## config.mk

```make
export PLATFORM = sky130hd
export DESIGN_NAME = strip_fan_triangle_assembler_unit
export DESIGN_NICKNAME = d
export VERILOG_FILES = /design/src/design/sfta_pkg.sv /design/src/design/sfta_core.sv /design/src/design/sfta_out_stage.sv /design/src/design/strip_fan_triangle_assembler_unit.sv
export SDC_FILE = /design/constraint.sdc
export NUM_CORES = 1
export LEC_CHECK = 0
export ABC_AREA = 1
export BUFFER_PORTS_ARGS = -buffer_cell sky130_fd_sc_hd__buf_2
export CAP_MARGIN = 20
export CORE_AREA = 2 2 258 133
export DETAILED_ROUTE_END_ITERATION = 10
export DIE_AREA = 0 0 260 135
export PLACE_DENSITY_LB_ADDON = 0.1
export SETUP_SLACK_MARGIN = 0.3
export SYNTH_ARGS = -nofsm -noshare
export SYNTH_HDL_FRONTEND = slang
export SYNTH_HIERARCHICAL = 1
export SYNTH_SLANG_ARGS = --single-unit
```

## constraint.sdc

```tcl
create_clock -name clock -period 9.45 [get_ports clock]
set_input_delay 0.945 -clock clock [delete_from_list [all_inputs] [get_ports clock]]
set_output_delay 0.945 -clock clock [all_outputs]
set_load 0.005 [all_outputs]
```

## src/design/sfta_pkg.sv

```systemverilog
// Shared types, constants and index helpers for the strip and fan triangle assembler.
`default_nettype none

package sfta_pkg;

   localparam int MaxStrip   = 64;
   localparam int IndexBits  = 16;
   localparam int CountBits  = $clog2(MaxStrip + 1);
   localparam int BaseBits   = IndexBits + 1;
   localparam int SumBits    = BaseBits + 1;
   localparam int FieldBits  = 16;
   localparam int LimitBits  = 16;

   localparam logic [BaseBits-1:0] BaseMax = {BaseBits{1'b1}};
   localparam logic [CountBits-1:0] StripMax = CountBits'(MaxStrip);

   typedef enum logic {
      OP_HEADER = 1'b0,
      OP_VERTEX = 1'b1
   } op_type;

   typedef struct packed {
      op_type           op;
      logic signed [7:0] strip_count;
      logic [15:0]      vertex_ref;
   } item_type;

   typedef struct packed {
      logic [15:0] out_vertex_ref;
      logic        has_triangle;
      logic [15:0] idx_a;
      logic [15:0] idx_b;
      logic [15:0] idx_c;
      logic        overflow;
   } result_type;

   // Low index bits of a sum, widened or cut to the output field width.
   function automatic logic [FieldBits-1:0] index_bits(input logic [SumBits-1:0] v);
      logic [IndexBits-1:0] low;
      low = v[IndexBits-1:0];
      return FieldBits'(low);
   endfunction

   function automatic logic index_over(input logic [SumBits-1:0] v);
      return v[SumBits-1:IndexBits] != '0;
   endfunction

   // Base advance with saturation at the top of the base range.
   function automatic logic [BaseBits-1:0] base_add(input logic [BaseBits-1:0] b,
                                                    input logic [CountBits-1:0] n);
      logic [SumBits-1:0] s;
      s = SumBits'(b) + SumBits'(n);
      return (s > SumBits'(BaseMax)) ? BaseMax : s[BaseBits-1:0];
   endfunction

endpackage

`default_nettype wire

```

## src/design/sfta_core.sv

```systemverilog
// Command state and triangle index generation for one registered word.
`default_nettype none

module sfta_core (
   input  wire                          clock,
   input  wire                          reset,
   input  wire                          item_valid,
   input  sfta_pkg::item_type           item,
   input  wire [sfta_pkg::LimitBits-1:0] command_limit,
   input  wire                          out_free,
   output logic                         take,
   output logic                         result_load,
   output sfta_pkg::result_type         result
);

   logic [sfta_pkg::BaseBits-1:0]  base_offset_ff, base_offset_in;
   logic                           list_ended_ff, list_ended_in;
   logic                           fan_mode_ff, fan_mode_in;
   logic [sfta_pkg::CountBits-1:0] command_size_ff, command_size_in;
   logic [sfta_pkg::CountBits-1:0] vertex_position_ff, vertex_position_in;
   logic [sfta_pkg::LimitBits-1:0] commands_seen_ff, commands_seen_in;

   logic                           produces;
   logic                           header_ok;
   logic [7:0]                     magnitude;
   logic [sfta_pkg::CountBits-1:0] clamped;
   logic [sfta_pkg::CountBits-1:0] next_position;
   logic [sfta_pkg::SumBits-1:0]   sum_hi, sum_mid, sum_lo;
   logic [sfta_pkg::SumBits-1:0]   tri_a, tri_b, tri_c;

   always_comb begin
      produces  = (item.op == sfta_pkg::OP_VERTEX) && !list_ended_ff &&
                  (vertex_position_ff < command_size_ff);
      header_ok = (item.op == sfta_pkg::OP_HEADER) && !list_ended_ff &&
                  (commands_seen_ff < command_limit);
      take        = item_valid && (!produces || out_free);
      result_load = take && produces;

      magnitude = item.strip_count[7] ? (8'd0 - item.strip_count) : item.strip_count;
      clamped   = (magnitude > 8'(sfta_pkg::MaxStrip)) ? sfta_pkg::StripMax
                                                         : magnitude[sfta_pkg::CountBits-1:0];
      next_position = vertex_position_ff + 1'b1;

      sum_hi  = sfta_pkg::SumBits'(base_offset_ff) + sfta_pkg::SumBits'(vertex_position_ff);
      sum_mid = sum_hi - 1'b1;
      sum_lo  = sum_hi - 2'd2;
      if (fan_mode_ff) begin
         tri_a = sum_hi;
         tri_b = sum_mid;
         tri_c = sfta_pkg::SumBits'(base_offset_ff);
      end else if (!vertex_position_ff[0]) begin
         tri_a = sum_hi;
         tri_b = sum_mid;
         tri_c = sum_lo;
      end else begin
         tri_a = sum_lo;
         tri_b = sum_mid;
         tri_c = sum_hi;
      end

      result.out_vertex_ref = item.vertex_ref;
      result.has_triangle   = 1'b0;
      result.idx_a          = '0;
      result.idx_b          = '0;
      result.idx_c          = '0;
      result.overflow       = 1'b0;
      if (vertex_position_ff >= sfta_pkg::CountBits'(2)) begin
         result.has_triangle = 1'b1;
         result.idx_a        = sfta_pkg::index_bits(tri_a);
         result.idx_b        = sfta_pkg::index_bits(tri_b);
         result.idx_c        = sfta_pkg::index_bits(tri_c);
         result.overflow     = sfta_pkg::index_over(tri_a) || sfta_pkg::index_over(tri_b) ||
                               sfta_pkg::index_over(tri_c);
      end

      base_offset_in     = base_offset_ff;
      list_ended_in      = list_ended_ff;
      fan_mode_in        = fan_mode_ff;
      command_size_in    = command_size_ff;
      vertex_position_in = vertex_position_ff;
      commands_seen_in   = commands_seen_ff;
      if (take && header_ok) begin
         base_offset_in     = sfta_pkg::base_add(base_offset_ff, vertex_position_ff);
         vertex_position_in = '0;
         command_size_in    = '0;
         if (item.strip_count == 8'sd0) begin
            list_ended_in = 1'b1;
         end else begin
            fan_mode_in      = item.strip_count[7];
            command_size_in  = clamped;
            commands_seen_in = commands_seen_ff + 1'b1;
         end
      end else if (result_load) begin
         vertex_position_in = next_position;
         if (next_position >= command_size_ff) begin
            base_offset_in     = sfta_pkg::base_add(base_offset_ff, command_size_ff);
            vertex_position_in = '0;
            command_size_in    = '0;
         end
      end
   end

   always_ff @(posedge clock) begin
      if (reset) begin
         base_offset_ff     <= '0;
         list_ended_ff      <= 1'b0;
         fan_mode_ff        <= 1'b0;
         command_size_ff    <= '0;
         vertex_position_ff <= '0;
         commands_seen_ff   <= '0;
      end else begin
         base_offset_ff     <= base_offset_in;
         list_ended_ff      <= list_ended_in;
         fan_mode_ff        <= fan_mode_in;
         command_size_ff    <= command_size_in;
         vertex_position_ff <= vertex_position_in;
         commands_seen_ff   <= commands_seen_in;
      end
   end

   a_idle_position : assert property (@(posedge clock) disable iff (reset)
      command_size_ff == '0 |-> vertex_position_ff == '0)
      else $error("vertex position set with no open command");

   a_size_clamped : assert property (@(posedge clock) disable iff (reset)
      command_size_ff <= sfta_pkg::StripMax)
      else $error("command size beyond the strip limit");

   a_ended_frozen : assert property (@(posedge clock) disable iff (reset)
      list_ended_ff |=> list_ended_ff && $stable(base_offset_ff) &&
                        $stable(commands_seen_ff))
      else $error("state changed after the list end");

   a_result_is_vertex : assert property (@(posedge clock) disable iff (reset)
      result_load |-> item_valid && item.op == sfta_pkg::OP_VERTEX)
      else $error("result loaded from a header word");

endmodule

`default_nettype wire

```

## src/design/sfta_out_stage.sv

```systemverilog
// Result register that holds one word until the downstream side takes it.
`default_nettype none

module sfta_out_stage (
   input  wire                  clock,
   input  wire                  reset,
   input  wire                  load,
   input  sfta_pkg::result_type load_data,
   input  wire                  out_ready,
   output logic                 out_valid,
   output sfta_pkg::result_type out_data,
   output logic                 free
);

   logic                 valid_ff, valid_in;
   sfta_pkg::result_type data_ff, data_in;

   always_comb begin
      free     = !valid_ff || out_ready;
      valid_in = load || (valid_ff && !out_ready);
      data_in  = load ? load_data : data_ff;
   end

   always_ff @(posedge clock) begin
      if (reset) begin
         valid_ff <= 1'b0;
      end else begin
         valid_ff <= valid_in;
      end
   end

   always_ff @(posedge clock) begin
      data_ff <= data_in;
   end

   assign out_valid = valid_ff;
   assign out_data  = data_ff;

endmodule

`default_nettype wire

```

## src/design/strip_fan_triangle_assembler_unit.sv

```systemverilog
// Top level of the strip and fan primitive assembler.
// Each word is held in the input register, where the command logic evaluates it, and
// once the word is taken its result is loaded into the result register, which presents
// the result word until the downstream side takes it. One word is accepted per
// cycle as long as the result register drains. Header words and ignored words produce
// no result. The command limit may be written only while no word is in flight.
`default_nettype none

module strip_fan_triangle_assembler_unit (
   input  wire         clock,
   input  wire         reset,
   input  wire         csr_wr_en,
   input  wire  [15:0] csr_wr_data,
   input  wire         req_tvalid,
   output logic        req_tready,
   input  wire  [23:0] req_tdata,  // strip_count [7:0], vertex_ref [23:8]
   input  wire         req_tuser,  // op [0]
   output logic        rsp_tvalid,
   input  wire         rsp_tready,
   output logic [71:0] rsp_tdata,  // out_vertex_ref, idx_a, idx_b, idx_c, overflow, zero fill
   output logic        rsp_tuser   // has_triangle [0]
);

   logic [sfta_pkg::LimitBits-1:0] command_limit_ff;
   logic                           stage_valid_ff, stage_valid_in;
   sfta_pkg::item_type             stage_item_ff, stage_item_in;
   logic                           take;
   logic                           result_load;
   logic                           out_free;
   sfta_pkg::result_type           result;
   sfta_pkg::result_type           rsp_data;

   always_comb begin
      req_tready               = !stage_valid_ff || take;
      stage_valid_in           = (req_tvalid && req_tready) || (stage_valid_ff && !take);
      stage_item_in            = stage_item_ff;
      if (req_tvalid && req_tready) begin
         stage_item_in.op          = sfta_pkg::op_type'(req_tuser);
         stage_item_in.strip_count = req_tdata[7:0];
         stage_item_in.vertex_ref  = req_tdata[23:8];
      end
   end

   always_ff @(posedge clock) begin
      if (reset) begin
         stage_valid_ff   <= 1'b0;
         command_limit_ff <= 16'hFFFF;
      end else begin
         stage_valid_ff <= stage_valid_in;
         if (csr_wr_en) begin
            command_limit_ff <= csr_wr_data;
         end
      end
   end

   always_ff @(posedge clock) begin
      stage_item_ff <= stage_item_in;
   end

   sfta_core u_core (
      .clock         (clock),
      .reset         (reset),
      .item_valid    (stage_valid_ff),
      .item          (stage_item_ff),
      .command_limit (command_limit_ff),
      .out_free      (out_free),
      .take          (take),
      .result_load   (result_load),
      .result        (result)
   );

   sfta_out_stage u_out (
      .clock     (clock),
      .reset     (reset),
      .load      (result_load),
      .load_data (result),
      .out_ready (rsp_tready),
      .out_valid (rsp_tvalid),
      .out_data  (rsp_data),
      .free      (out_free)
   );

   assign rsp_tdata = {7'd0, rsp_data.overflow, rsp_data.idx_c, rsp_data.idx_b,
                       rsp_data.idx_a, rsp_data.out_vertex_ref};
   assign rsp_tuser = rsp_data.has_triangle;

endmodule

`default_nettype wire
```

---- After elaboration in Yosys (flattened, before gate mapping) ----
Index checks and enable logic that the tools add are counted.
storage, ports and cells
  output and inout port bits .............. 75
  register bits ........................... 158
  logic and storage cells ................. 84
operators by class
  muxes and demuxes ....................... 17
  order comparisons ....................... 7
  add/subtract/negate cells ............... 7
  bitwise operators ....................... 2
  reductions and logical operators ........ 33
operator list
  kind                                                                                  count
  17-bit 2-to-1 mux                                                                     5
  18-bit 2-to-1 mux                                                                     4
  50-bit 2-to-1 mux                                                                     1
  7-bit 2-to-1 mux                                                                      6
  17-bit by 7-bit adder with 18-bit output                                              2
  18-bit by 17-bit greater-than comparator with 1-bit output (second input constant)    2
  18-bit by 1-bit subtractor with 18-bit output (second input constant)                 1
  18-bit by 2-bit subtractor with 18-bit output (second input constant)                 1
  16-bit by 1-bit adder with 16-bit output (second input constant)                      1
  16-bit less-than comparator                                                           1
  1-bit logical AND                                                                     10
  2-bit nonzero test                                                                    5
  8-bit by 7-bit greater-than comparator with 1-bit output (second input constant)      1
  8-bit zero test                                                                       1
  8-bit 2-to-1 mux                                                                      1
  1-bit by 8-bit subtractor with 8-bit output (first input constant)                    1
  7-bit by 1-bit adder with 7-bit output (second input constant)                        1
  7-bit by 2-bit greater-or-equal comparator with 1-bit output (second input constant)  1
  7-bit greater-or-equal comparator                                                     1
  1-bit logical OR                                                                      7
  7-bit less-than comparator                                                            1
  1-bit zero test                                                                       6
  2-bit AND reduction                                                                   3
  1-bit inverter                                                                        2
  2-bit OR reduction                                                                    1

---- Depth between registers and ports, before layout ----
Gate-level depths: netlist (run 1).
  depth in word-level cells ............... 9
  gate-level depth with buffers ........... 18
  gate-level depth less buffers ........... 18

---- By module ----
Netlist (run 1), hierarchy kept.
modules (own cells, without submodules)
  module                             cells an instance  times used  area each (µm²)
  sfta_core                          1034               1           6206.0
  sfta_out_stage                     71                 1           2024.4
  strip_fan_triangle_assembler_unit  109                1           1501.4

---- Worst setup path after synthesis (run 1) ----
OpenSTA, ideal clock, no wires.
  kind .................................... flip-flop to flip-flop
  start point ............................. register u_core/command_size_ff[4] (netlist name)
  end point ............................... register u_core/vertex_position_ff[0] (netlist name)
  path slack .............................. 4.435 ns
  library setup time ...................... 0.090 ns
  arrival ................................. 4.925 ns
  cell stages (with the launch flop) ...... 11
  path through ............................ dfxtp_1 > inv_1 > ha_1 > a21oi_1 > o21a_1 > nand4_1 > nor3b_2 > inv_1 > nor2_1 > nor2_1 > a211oi_1
on the way
  elaborated cells on any way between the ends .. 10
RTL lines
  item                            RTL line                                 text
  start, declared                 sfta_core.sv:19                          logic [sfta_pkg::CountBits-1:0] command_size_ff, command_size_in;
  start signal, assigned          sfta_core.sv:115                         command_size_ff <= command_size_in;
  7-bit less-than comparator (*)  sfta_core.sv:33                          (vertex_position_ff < command_size_ff);
  1-bit logical AND (*)           sfta_core.sv:32                          produces = (item.op == sfta_pkg::OP_VERTEX) && !list_ended_ff &&
  1-bit zero test                 sfta_core.sv:36                          take = item_valid && (!produces || out_free);
  1-bit logical OR                sfta_core.sv:36
  1-bit logical AND               sfta_core.sv:36
  1-bit logical AND (*)           sfta_core.sv:37                          result_load = take && produces;
  net result_load                 strip_fan_triangle_assembler_unit.sv:28  logic result_load;
  end signal, assigned            sfta_core.sv:116                         vertex_position_ff <= vertex_position_in;
  end, declared                   sfta_core.sv:20                          logic [sfta_pkg::CountBits-1:0] vertex_position_ff, vertex_position_in;
Mark *: on every way through the listed nets, which the timed path passes. The rest lies on a longest branch.
A chain may end at the register's enable or synchronous reset.

---- Final worst setup path (run 1) ----
  start point ............................. register u_core/vertex_position_ff[0] (netlist name)
  end point ............................... register u_core/base_offset_ff[10] (netlist name)
on the way
  cells in the longest elaborated chain, start to end .. 8
  elaborated cells on any way between the ends .. 16
RTL lines
  item                                                                              RTL line          text
  branches (longest 8 deep; another with 17-bit by 7-bit adder with 18-bit output)  -
  end signal, assigned                                                              sfta_core.sv:112  base_offset_ff <= base_offset_in;
  end, declared                                                                     sfta_core.sv:16   logic [sfta_pkg::BaseBits-1:0] base_offset_ff, base_offset_in;
Parallel ways; which one is timed is not known.

==> results.md, run 1 <==
- Slew margin rel.: 38.3%
- Post-synth cell types: 51
- VDD IR max: 122 uV
- Initial core utilization: 29.8%
- Post-CTS setup buffer count: 0
- Vias after detailed routing: 8434
- Core box area: 32600 um^2
- Power Dens Cells: 160 nW/um^2
- I/O pin count: 121
- Pre-Repair DR Iteration Count: 6
- YS warnings: 6
- Layout cells sized above 1: 17.5%
- Final setup violation count: 0
- Min Tclk post-route: 3.76 ns
- Post-cts gate resize count: 0
- Total die area: 35100 um^2
- EDFF count, synth: 91
- Share of the synthesized area in the top cell type: 28.1%
- Num CTS Buffers: 17
- Kind of cell adding the most delay to the critical path: simple AND/OR/NAND/NOR gates
- H-tree depth: 4
- Worst-path maximum fanout: 27
- Die Ht: 135 um
- Sequential share of the synthesized area: 41.9%
- Async SR Flop Fraction: 0%
- #FFs+latches synth: 158
- Highest-delay cell along the critical path: dfxtp_1
- Crit path DAT: 4.10 ns
- GRT Residual Overflow: 0
- Global router's overall resource usage: 17.5%
- Synth Flop Type: edfxtp_1
- First-pass GRT wire length: 46.1 mm
- DRT antenna net count: 0
- TritonCTS clock tree: built
- Final core utilization: 34.2%
- Fin Setup TNS: 0 ns
- Number of global-route vias before repair: 7582
- Status: complete, no violations
- Total power: 0.00178 W
- # DRC: 0
- Ratio of final minimum period to clock period: 39.8%
- Total routed wirelength: 30.3 mm
- # port buffers: 113
- Initial antenna violation count: 0
- Wirelength per Cell: 17.3 um
- CP peak stage delay: 0.60 ns
- Final Hold Violating Endpoints: 0
- Clock sink count: 158
- Starting DRT DRC Count: 883
- Detail Placement HPWL: 23.0 mm
- CP startpoint kind: flop
- Synthesized cell area: 9730 um^2
- GP Congestion: 0.911
- Crit path required time: 9.80 ns
- Nets: 1399
- Hold buffers post-CTS: 0
- Area grow syn2layout: 14.6%
- Largest net degree at the start of global routing: 70
- Min-Delay Path Class: flop to flop
- FP Rows: 47
- Syn Area/Cell: 8.02 um^2
- Clk_lat worst skew: 0.46 ns
- Lkg Pwr: 4.98 nW
- Crit Path Class: flop to flop
- Worst-path cell chain: inv_1, ha_1, o21ai_1, nand2_1, nand4_1, o21ai_1, nor2_2, nand2_2, nand2_2, inv_2, a21oi_1, nor2_1
- Max cap viols: 0
- Clock Skew: 0.0136 ns
- Reg clk slew, reported paths: 0.08 ns
- Gate Count Post-Synth: 1214
- Dominant cell by count in the synthesized netlist: nand2_1
- CTS root buffer: clkbuf_16
- Worst-Margin Slew: 0.926 ns
- Max-slew violation count: 0
- Top cells by area, synth: edfxtp_1, dfxtp_1, nand2_1
- Buf/Inv on CP: 2
- CP endpoint kind: flop
- FMAX: 0.266 GHz
- Clk buf depth: 2
- Top cells by count, synth: nand2_1, inv_1, nor2_1
- RSZ-0062 raised after global routing: false
- Library cell with the largest summed area after synthesis: edfxtp_1
- Vias per cell: 4.81
- Die width: 260 um
## stage by stage
step	setup WS (ns)	cell area, um^2	std cells	hold slack [ns]
after floorplan	4.43	9750	1220	0.429
after global placement	5.80	10600	1723	0.401
after detailed placement	5.77	10600	1723	0.405
after CTS	5.75	11200	1754	0.424
after global routing	5.38	11200	1754	0.428
final	5.69	11200	1755	0.422
## routing by layer
layer	track usage, %	share of wire [%]
met1	30.0	57
met2	19.3	33
met3	5.31	8.8
met4	4.21	0.96
met5	0	0
## cells by family (layout without fill, tap and decap cells)
group | after synthesis | after routing | share of synthesized area [%]
XOR/XNOR | 38 | 38 | 3.42
flip-flops | 158 | 158 | 41.9
other | 1 | 8 | 0.0385
AND/OR/NAND/NOR | 573 | 573 | 27.4
buffers and inverters | 208 | 301 | 9.66
adder cells (fa/ha/maj) | 52 | 52 | 6.84
AO/OA/AOI/OAI | 184 | 184 | 10.8
## sequential cells by signal (all words and copies together) (netlist names)
name                       cells
u_core/vertex_position_ff      7
u_out/out_data                66
stage_item_ff                 25
stage_valid_ff                 1
command_limit_ff              16
u_core/list_ended_ff           1
u_out/out_valid                1
u_core/base_offset_ff         17
u_core/fan_mode_ff             1
u_core/command_size_ff         7
u_core/commands_seen_ff       16
## placed cells by master (no fill, tap or decap), types with 2 or more instances in the layout
| cell | Yosys | final |
|---|---|---|
| o21bai_1 | 3 | 3 |
| nor3_2 | 2 | 2 |
| inv_6 | 1 | 7 |
| nand3_1 | 89 | 89 |
| dfxtp_1 | 67 | 67 |
| o211ai_1 | 17 | 17 |
| nor2_1 | 110 | 110 |
| xnor2_1 | 13 | 13 |
| inv_2 | 4 | 4 |
| clkbuf_16 | 0 | 17 |
| fa_1 | 2 | 2 |
| inv_1 | 143 | 143 |
| ha_1 | 50 | 50 |
| nand2_2 | 32 | 32 |
| edfxtp_1 | 91 | 91 |
| nand2_1 | 249 | 249 |
| buf_2 | 12 | 113 |
| a211oi_1 | 4 | 4 |
| o21a_1 | 2 | 2 |
| o221ai_1 | 4 | 4 |
| nand3b_1 | 3 | 3 |
| o21ai_0 | 55 | 55 |
| conb_1 | 1 | 7 |
| o2111ai_1 | 2 | 2 |
| xor2_1 | 25 | 25 |
| clkinv_1 | 2 | 2 |
| nand3_2 | 17 | 17 |
| nor2_2 | 9 | 9 |
| a21oi_2 | 4 | 5 |
| nand4_1 | 20 | 20 |
| a21oi_1 | 74 | 73 |
| a22oi_1 | 6 | 6 |
| nor4_1 | 8 | 8 |
| buf_4 | 26 | 7 |
| nor3_1 | 22 | 22 |
| nor2_4 | 5 | 5 |
| o21ai_1 | 9 | 9 |
| inv_8 | 0 | 5 |
## layout make-up
| cell class | count | area [um^2] |
|---|---|---|
| Antenna cell | 1 | 2.50 |
| Clock buffer | 17 | 425 |
| Clock inverter | 14 | 163 |
| Fill cell | 3432 | 21500 |
| Inverter | 150 | 568 |
| Multi-Input combinational cell | 854 | 4750 |
| Sequential cell | 158 | 4070 |
| Tap cell | 441 | 552 |
| Timing Repair Buffer | 120 | 618 |
## path summary, 6_finish.rpt
check	from	to	depth (start not counted)	slack, ns
setup / recovery	u_core/vertex_position_ff[0]	u_core/base_offset_ff[10]	12	5.69
hold / removal	stage_item_ff[3]	u_out/out_data[53]	0	0.42
setup reg to reg	u_core/vertex_position_ff[0]	u_core/base_offset_ff[10]	12	5.69
hold reg to reg	stage_item_ff[3]	u_out/out_data[53]	0	0.42
## report_power, final
group          leakage, nW  internal, W  total [W]  switching, W
Clock                0.288     0.000377   0.000718      0.000341
Combinational         3.38    0.0000859   0.000280      0.000194
Sequential            1.31     0.000756   0.000783     0.0000267
Total                 4.98      0.00122    0.00178      0.000561
(Power assumes the default switching activity.)
==> run 2, diff against run 1 <==
==> constraint.sdc (replaced) <==
create_clock -name clock -period 3.2 [get_ports clock]
set_input_delay 0.32 -clock clock [delete_from_list [all_inputs] [get_ports clock]]
set_output_delay 0.32 -clock clock [all_outputs]
set_load 0.005 [all_outputs]
==> run 2 against run 1 <==
Die area is the same. Non-clock buffer count grew 44. Clock skew shrank 0.0025 ns. Cell count rose by 2.5%. Via count rose by 2.6%. Largest cell class unchanged. Largest power group unchanged.
==> results.md, run 2 (synthesized netlist as in run 1, its figures left out) <==
- Worst Hold Launch: req_tdata[14]
- Final core utilization: 36.1% (+1.9 points)
- Placed inst area: 11000 um^2 (+3.9%)
- Detail Placement HPWL: 23.9 mm (+4.0%)
- Total die area: 35100 um^2 (unchanged)
- Crit path DAT: 2.95 ns (-1.15 ns)
- Highest-delay cell along the critical path: ha_2
- Crit path required time: 3.40 ns (-6.40 ns)
- Crit Path Class: flop to flop
- # port buffers: 113 (unchanged)
- Global router's overall resource usage: 17.7% (+0.24 points)
- Final Hold Violating Endpoints: 0 (unchanged)
- Critical Path Most Common Cell: nand2_1
- Worst setup margin: 0.453 ns (-5.24 ns)
- Max-slew violation count: 0 (unchanged)
- Hold buffers post-CTS: 0 (unchanged)
- FP Rows: 47 (unchanged)
- CP startpoint kind: flop
- Vias per cell: 4.81 (+0.11%)
- Worst Reg-to-Reg Cells: 14 (+2)
- Gate power share: 17.9% (+2.2 points)
- Clk buf depth: 2 (unchanged)
- CP endpoint kind: flop
- Initial antenna violation count: 1 (+1)
- Power Dens Cells: 445 nW/um^2 (+180%)
- H-tree depth: 4 (unchanged)
- Filler cells: 3445 (+0.38%)
- Switching Share: 31.6% (+0.035 points)
- RSZ-0062 raised after global routing: false
- Commonest cells after routing, fill and taps aside: nand2_1, inv_1, buf_2
- Slew margin rel.: 46.8% (+8.5 points)
- Core box area: 32600 um^2 (unchanged)
- Clock Skew: 0.0111 ns (-0.00253 ns)
- Worst hold endpoint: stage_item_ff[6]
- Layout cells sized above 1: 24.5% (+7.0 points)
- Post-route cell area: 11800 um^2 (+5.7%)
- CP peak stage delay: 0.40 ns (-0.20 ns)
- Commonest non-fill, non-tap cell in the layout: nand2_1
- First-pass GRT wire length: 46.8 mm (+1.5%)
- Reg2Reg Setup Slack: 0.45 ns (-5.24 ns)
- TritonCTS clock tree: built
- Total power: 0.00524 W (+190%)
- GP Congestion: 0.876 (-3.9%)
- Initial core utilization: 29.8% (unchanged)
- Number of flip-flops in the largest register: 66 (unchanged)
- Cells after DPL: 1760 (+2.1%)
- Num CTS Buffers: 17 (unchanged)
- # DRC: 0 (unchanged)
- Reg-to-reg endpoint: u_out/out_data[14]
- Clock sink count: 158 (unchanged)
- GRT Residual Overflow: 0 (unchanged)
- Fin cells: 1799 (+2.5%)
- I/O pin count: 121 (unchanged)
- Nets: 1443 (+3.1%)
- Worst-path cell chain: ha_2, nand2_2, nor2_2, nand3_2, nand2_4, nand2_1, nand2_4, nand2_2, nor2_4, nand3_1, nand2_1, nand2_1, o211ai_1, inv_1
- Antenna Cells: 0 (-1)
- FMAX: 0.364 GHz (+37%)
- Area grow syn2layout: 21.1%
- VDD IR max: 379 uV (+210%)
- Lkg Pwr: 5.24 nW (+5.2%)
- Final setup violation count: 0 (unchanged)
- Starting DRT DRC Count: 710 (-20%)
- Power Internal: 0.00359 W (+190%)
- Vias after detailed routing: 8655 (+2.6%)
- Min Tclk post-route: 2.75 ns (-1.01 ns)
- Crit. Startpoint: u_core/vertex_position_ff[6]
- Ratio of final minimum period to clock period: 85.8% (+46 points)
- DRT antenna net count: 0 (unchanged)
- Status: complete, no violations
- Worst hold stages: 1 (+1)
- Reg clk slew, reported paths: 0.07 ns (about the same)
- Min-Delay Path Class: input pin to flop
- Pre-Repair DR Iteration Count: 6 (unchanged)
- Max cap viols: 0 (unchanged)
- Worst-Margin Slew: 0.798 ns (-0.129 ns)
- Seq pwr share: 44.0% (about the same)
- Clk_lat worst skew: 0.45 ns (about the same)
- Sw Pwr: 0.00165 W (+190%)
- Die width: 260 um (unchanged)
- Total routed wirelength: 30.6 mm (+0.82%)
- CTS root buffer: clkbuf_16
- Clock power share: 38.1% (-2.2 points)
- Worst-path maximum fanout: 8 (-70%)
- Largest net degree at the start of global routing: 42 (-40%)
- Pre-CTS WS: 0.141 ns (-5.63 ns)
- Number of global-route vias before repair: 7842 (+3.4%)
- Die Ht: 135 um (unchanged)
- Worst reg2reg path startpoint: u_core/vertex_position_ff[6]
- Wirelength per Cell: 17.0 um (-1.6%)
[run 2: how the worst max path moves through the flow]
stage | slack (ns) | depth (start not counted) | end
global placement | 0.19 | 15 | u_core/base_offset_ff[1]
global route | 0.29 | 15 | u_core/base_offset_ff[5]
finish | 0.45 | 14 | u_out/out_data[14]
detailed placement | 0.14 | 14 | u_out/out_data[10]
floorplan | -0.70 | 9 | u_core/vertex_position_ff[0]
CTS | 0.30 | 13 | u_out/out_data[0]
[run 2: through the flow]
stage	hold slack [ns]	TNS, ns
6_report	0.0408	0
5_1_grt	0.00794	0
4_1_cts	0.0131	0
3_5_place_dp	0.405	0
3_3_place_gp	0.400	0
2_1_floorplan	0.382	-17.81
[run 2: power groups by stage]
stage / registers [W] / logic, W / clock network [W]
CTS: 0.00230 / 0.000888 / 0.00207
finish: 0.00230 / 0.000940 / 0.00200
global route: 0.00231 / 0.00104 / 0.00215
detailed placement: 0.00235 / 0.000863 / 0
floorplan: 0.00232 / 0.000602 / 0
global placement: 0.00235 / 0.000863 / 0
[run 2: layout make-up]
type                    count  area [um^2]  area share, %
inverters                 150          568           4.82
clock inverters            14          121           1.03
clock buffers              18          429           3.64
repair buffers            164         1010           8.54
well taps                 441          552           4.68
multi-input cells         854         5010           42.5
flip-flops and latches    158         4100           34.8
[run 2: layer usage]
layer	wire, um	up-vias	track usage [%]
met5	16	-	0
met4	193	2	3.42
met3	2630	15	5.59
met2	10200	278	19.9
met1	17500	4059	30.3
li1	-	4301	-
[run 2: critical path: cells and delay by family, from the launching register on]
family / cells / cell delay, ns
flops: 1 / 0.39
buf+inv: 1 / 0.06
simple gates: 11 / 1.48
fa+ha+maj: 1 / 0.40
compound gates: 1 / 0.17
[run 2: what timing repair did]
| item | CTS | global route |
|---|---|---|
| pin swaps | 3 | 6 |
| setup buffers | 2 | 5 |
| gates resized for setup | 8 | 43 |
| setup endpoints to repair | 36 | 67 |
| gates cloned | 0 | 0 |
